===== config.mk =====
export PLATFORM = sky130hd
export DESIGN_NAME = ils_cell
export DESIGN_NICKNAME = d
export VERILOG_FILES = /design/src/rtl/ils_pkg.sv /design/src/rtl/ils_cell.sv
export SDC_FILE = /design/constraint.sdc
export NUM_CORES = 1
export LEC_CHECK = 0
export BUFFER_PORTS_ARGS = -buffer_cell sky130_fd_sc_hd__buf_2
export CAP_MARGIN = 40
export CORE_ASPECT_RATIO = 1.5
export CORE_UTILIZATION = 43
export DETAILED_ROUTE_END_ITERATION = 6
export GPL_TIMING_DRIVEN = 0
export PLACE_DENSITY = 0.86
export SLEW_MARGIN = 30
export SYNTH_ARGS = -nofsm -noshare
export SYNTH_HDL_FRONTEND = slang
export SYNTH_SLANG_ARGS = --single-unit
export TNS_END_PERCENT = 5

===== constraint.sdc =====
create_clock -name i_clk -period 8.4 [get_ports i_clk]
set_input_delay 0.84 -clock i_clk [delete_from_list [all_inputs] [get_ports i_clk]]
set_output_delay 0.84 -clock i_clk [all_outputs]
set_load 0.02 [all_outputs]

===== src/rtl/ils_pkg.sv =====
// ils_pkg: shared types and constants for the indexed list store.
// Command and status codes, word type and the per-cell control bundle.
// No dependencies.
package ils_pkg;

    localparam int WORD_W  = 32;
    localparam int PIDX_W  = 9;
    localparam int CMD_W   = 3;
    localparam int POS_W   = 8;
    localparam int CNTO_W  = 7;
    localparam int ST_W    = 2;
    localparam int SDATA_W = 48;
    localparam int MDATA_W = 48;

    typedef logic signed [WORD_W-1:0] t_word;

    typedef enum logic [CMD_W-1:0] {
        CMD_READ     = 3'd0,
        CMD_INS_HEAD = 3'd1,
        CMD_INS_TAIL = 3'd2,
        CMD_INS_AT   = 3'd3,
        CMD_DELETE   = 3'd4
    } t_cmd;

    typedef enum logic [ST_W-1:0] {
        ST_DONE  = 2'd0,
        ST_RANGE = 2'd1,
        ST_FULL  = 2'd2
    } t_status;

    typedef struct packed {
        logic              ins;
        logic              del;
        logic [PIDX_W-1:0] pos;
        t_word             value;
    } t_cell_ctl;

endpackage


===== src/rtl/ils_cell.sv =====
// ils_cell: one list slot of the store chain.
// Holds one word, shifts toward tail on insert and toward head on delete.
// Depends on ils_pkg.
module ils_cell #(
    parameter int IDX = 0
) (
    input  logic                i_clk,
    input  ils_pkg::t_cell_ctl  i_ctl,
    input  ils_pkg::t_word      i_prev,
    input  ils_pkg::t_word      i_next,
    output ils_pkg::t_word      o_value,
    output ils_pkg::t_word      o_sel_value
);
    import ils_pkg::*;

    localparam logic [PIDX_W-1:0] MY_IDX = PIDX_W'(IDX);

    t_word r_value;
    t_word n_value;

    always_comb begin
        n_value = r_value;
        if (i_ctl.ins) begin
            if (MY_IDX == i_ctl.pos) begin
                n_value = i_ctl.value;
            end else if (MY_IDX > i_ctl.pos) begin
                n_value = i_prev;
            end
        end else if (i_ctl.del) begin
            if (MY_IDX >= i_ctl.pos) begin
                n_value = i_next;
            end
        end
    end

    always_ff @(posedge i_clk) begin
        r_value <= n_value;
    end

    assign o_value     = r_value;
    // read tap: only the addressed cell drives the OR bus
    assign o_sel_value = (MY_IDX == i_ctl.pos) ? r_value : '0;

endmodule


==> flow_metrics.env <==
export IMPL_ys_seq_elements=32
export IMPL_cp_slowest_cell="or4_1"
export IMPL_postCtsSetupBuffers=0
export IMPL_io_pins=172
export IMPL_yosys_warnings=0
export IMPL_grt_max_degree=11
export IMPL_worstMarginPinSlew_ns=0.717
export IMPL_cts_root_buf="clkbuf_8"
export IMPL_postRouteAntennaNets=0
export IMPL_drc=0
export IMPL_crit_start="i_ctl[38]"
export IMPL_dp_hpwl_um=5910
export IMPL_cp_common_cell="buf_2"
export IMPL_cts_tree="done"
export IMPL_via_per_inst=5.58
export IMPL_critPathMaxFanout=10
export IMPL_status="complete, no violations"
export IMPL_setup_tns_ns=0
export IMPL_gp_congestion=0.889
export IMPL_drtIter0Drc=88
export IMPL_clockBufferDepth=2
export IMPL_area_delta_synth_final_pct=46.5
export IMPL_hp_start="i_next[17]"
export IMPL_rows=31
export IMPL_grt_pass1_wl_um=11600
export IMPL_cts_inserted_buffers=5
export IMPL_fillers=447
export IMPL_cap_violations=0
export IMPL_max_freq_ghz=0.309
export IMPL_power_mw=0.355
export IMPL_first_pass_iters=4
export IMPL_cp_required_ns=7.56
export IMPL_portBuffers=170
export IMPL_worstSetupPathType="in2out"
export IMPL_antenna_cells=0
export IMPL_wl_per_cell_um=15.7
export IMPL_die_h_um=90.5
export IMPL_slew_viol_final=0
export IMPL_rsz0062_at_grt="false"
export IMPL_syn_nets=343
export IMPL_vias=2697
export IMPL_setup_worst_path_end_class="output port"
export IMPL_wirelength_um=7580
export IMPL_period_share_pct=38.6
export IMPL_cp_arrival_ns=2.40
export IMPL_hp_class="in2reg"
export IMPL_layout_drive_gt1_share_pct=51.3
export IMPL_syn_area_um2=2250
export IMPL_max_slew_margin_rel_pct=51.9
export IMPL_hold_viol=0
export IMPL_grt_overflow=0
export IMPL_dieArea_um2=5520
export IMPL_initial_core_util_pct=45.6
export IMPL_die_w_um=61.0
export IMPL_start_kind="primary input"
export IMPL_fin_crit_ns=3.24
export IMPL_cts_hold_fix_buffers=0
export IMPL_max_stage_delay_ns=0.52
export IMPL_cp_endpoint="o_sel_value[2]"
export IMPL_core_area_um2=4930
export IMPL_setup_viol=0
export IMPL_syn_area_per_cell_um2=9.56
export IMPL_grt_pass1_vias=2598
export IMPL_netlist_cell_type_count=19
export IMPL_cts_sinks=32
export IMPL_clk_pin_slew_worst_paths_ns=0.06
export IMPL_cts_max_level=2
export IMPL_track_usage_pct=27.8
export IMPL_p_per_area_nw_per_um2=108
export IMPL_p_leak_nw=1.54
export IMPL_largest_reg_flops=32
export IMPL_syn_inst=235
export IMPL_antenna_found_initial=0
export IMPL_finish_net_count=525
export IMPL_cts_resized=0
export IMPL_peakVddDrop_mv=0.0699
export IMPL_path_cells="buf_2 > or4_1 > buf_2 > nor2_4 > clkbuf_2 > and3_1 > buf_2"
export IMPL_seq_area_frac_synth_pct=42.8
-- cell usage after synthesis --
cell type | instances | share of area [%]
nor4_1 | 1 | 0.28
nor2_4 | 1 | 0.50
nor4_2 | 1 | 0.56
buf_6 | 3 | 1.5
buf_1 | 4 | 0.67
o31ai_1 | 12 | 4.0
nor3_2 | 1 | 0.45
edfxtp_1 | 32 | 43
or3_1 | 1 | 0.28
or2_2 | 1 | 0.28
buf_2 | 2 | 0.45
or4_1 | 1 | 0.33
clkbuf_1 | 22 | 3.7
nand4_1 | 32 | 8.9
clkbuf_2 | 3 | 0.67
nor2_1 | 34 | 5.7
and3_1 | 32 | 8.9
a31oi_1 | 32 | 8.9
o31ai_2 | 20 | 11
-- logic make-up (layout without fill, tap and decap cells) --
family / Yosys count / count (layout) / share of synthesized area (%)
AND/OR/NAND/NOR: 105 / 105 / 26.2
flip-flops: 32 / 32 / 42.8
AO/OA/AOI/OAI: 64 / 64 / 24.1
buffers and inverters: 34 / 216 / 6.96
-- final cells by class --
class                           instances  area (µm²)  share of cell area, %
Multi-Input combinational cell        169        1130                   34.5
Sequential cell                        32         961                   29.2
Timing Repair Buffer                  175         878                   26.7
Buffer                                 34         156                   4.75
Tap cell                               66        82.6                   2.51
Clock buffer                            6        72.6                   2.21
Clock inverter                          1        5.00                  0.152
-- metal layers --
layer	vias up	routed length, µm	share of wire, %	GRT usage, %
li1	1303	-	-	-
met1	1246	2850	38	30.1
met2	134	4090	54	50.7
met3	14	493	6.5	5.30
met4	0	159	2.1	10.0
met5	-	0	0	0
-- stage by stage --
| step | area (µm²) | setup slack (ns) | hold slack, ns | utilization [%] | cells |
|---|---|---|---|---|---|
| floorplan | 2250 | 3.08 | 1.09 | - | 235 |
| detailed placement | 3210 | 5.13 | 1.19 | 65.2 | 476 |
| global route | 3290 | 5.04 | 0.913 | 66.8 | 483 |
| CTS | 3290 | 5.15 | 0.905 | 66.8 | 483 |
| finish | 3290 | 5.16 | 0.909 | 66.8 | 483 |
| global placement | 3180 | 1.73 | 1.18 | 64.5 | 471 |
-- where the power goes --
part,total (mW),internal [mW],leakage [nW],switching [mW]
Combinational,0.0705,0.0316,1.20,0.0389
Clock,0.108,0.0562,0.0410,0.0514
Sequential,0.177,0.177,0.298,0.000114
-- worst min-delay path by stage --
stage                        endpoint  cells after the start
after floorplan           o_value[10]                      2
after global placement    o_value[18]                      3
after detailed placement  o_value[17]                      3
after CTS                 o_value[17]                      3
after global routing       o_value[8]                      3
final                     o_value[17]                      3
-- placed cells by master, fill, tap and decap left out --
| cell type | netlist | final |
|---|---|---|
| a31oi_1 | 32 | 32 |
| and3_1 | 32 | 32 |
| buf_1 | 4 | 4 |
| buf_2 | 2 | 176 |
| buf_4 | 0 | 1 |
| buf_6 | 3 | 3 |
| clkbuf_1 | 22 | 23 |
| clkbuf_2 | 3 | 3 |
| clkbuf_8 | 0 | 5 |
| clkinv_2 | 0 | 1 |
| edfxtp_1 | 32 | 32 |
| nand4_1 | 32 | 32 |
| nor2_1 | 34 | 34 |
| nor2_4 | 1 | 1 |
| nor3_2 | 1 | 1 |
| nor4_2 | 1 | 2 |
| o31ai_1 | 12 | 12 |
| o31ai_2 | 20 | 20 |
| or2_2 | 1 | 1 |
| or3_1 | 1 | 1 |
| or4_1 | 1 | 1 |
-- critical path, delay by kind of cell --
kind / cells / cell delay (ns)
and+or+nand+nor: 3 / 0.86
buffers and inverters: 4 / 0.70
No activity file was read; power rests on OpenSTA's default activity.
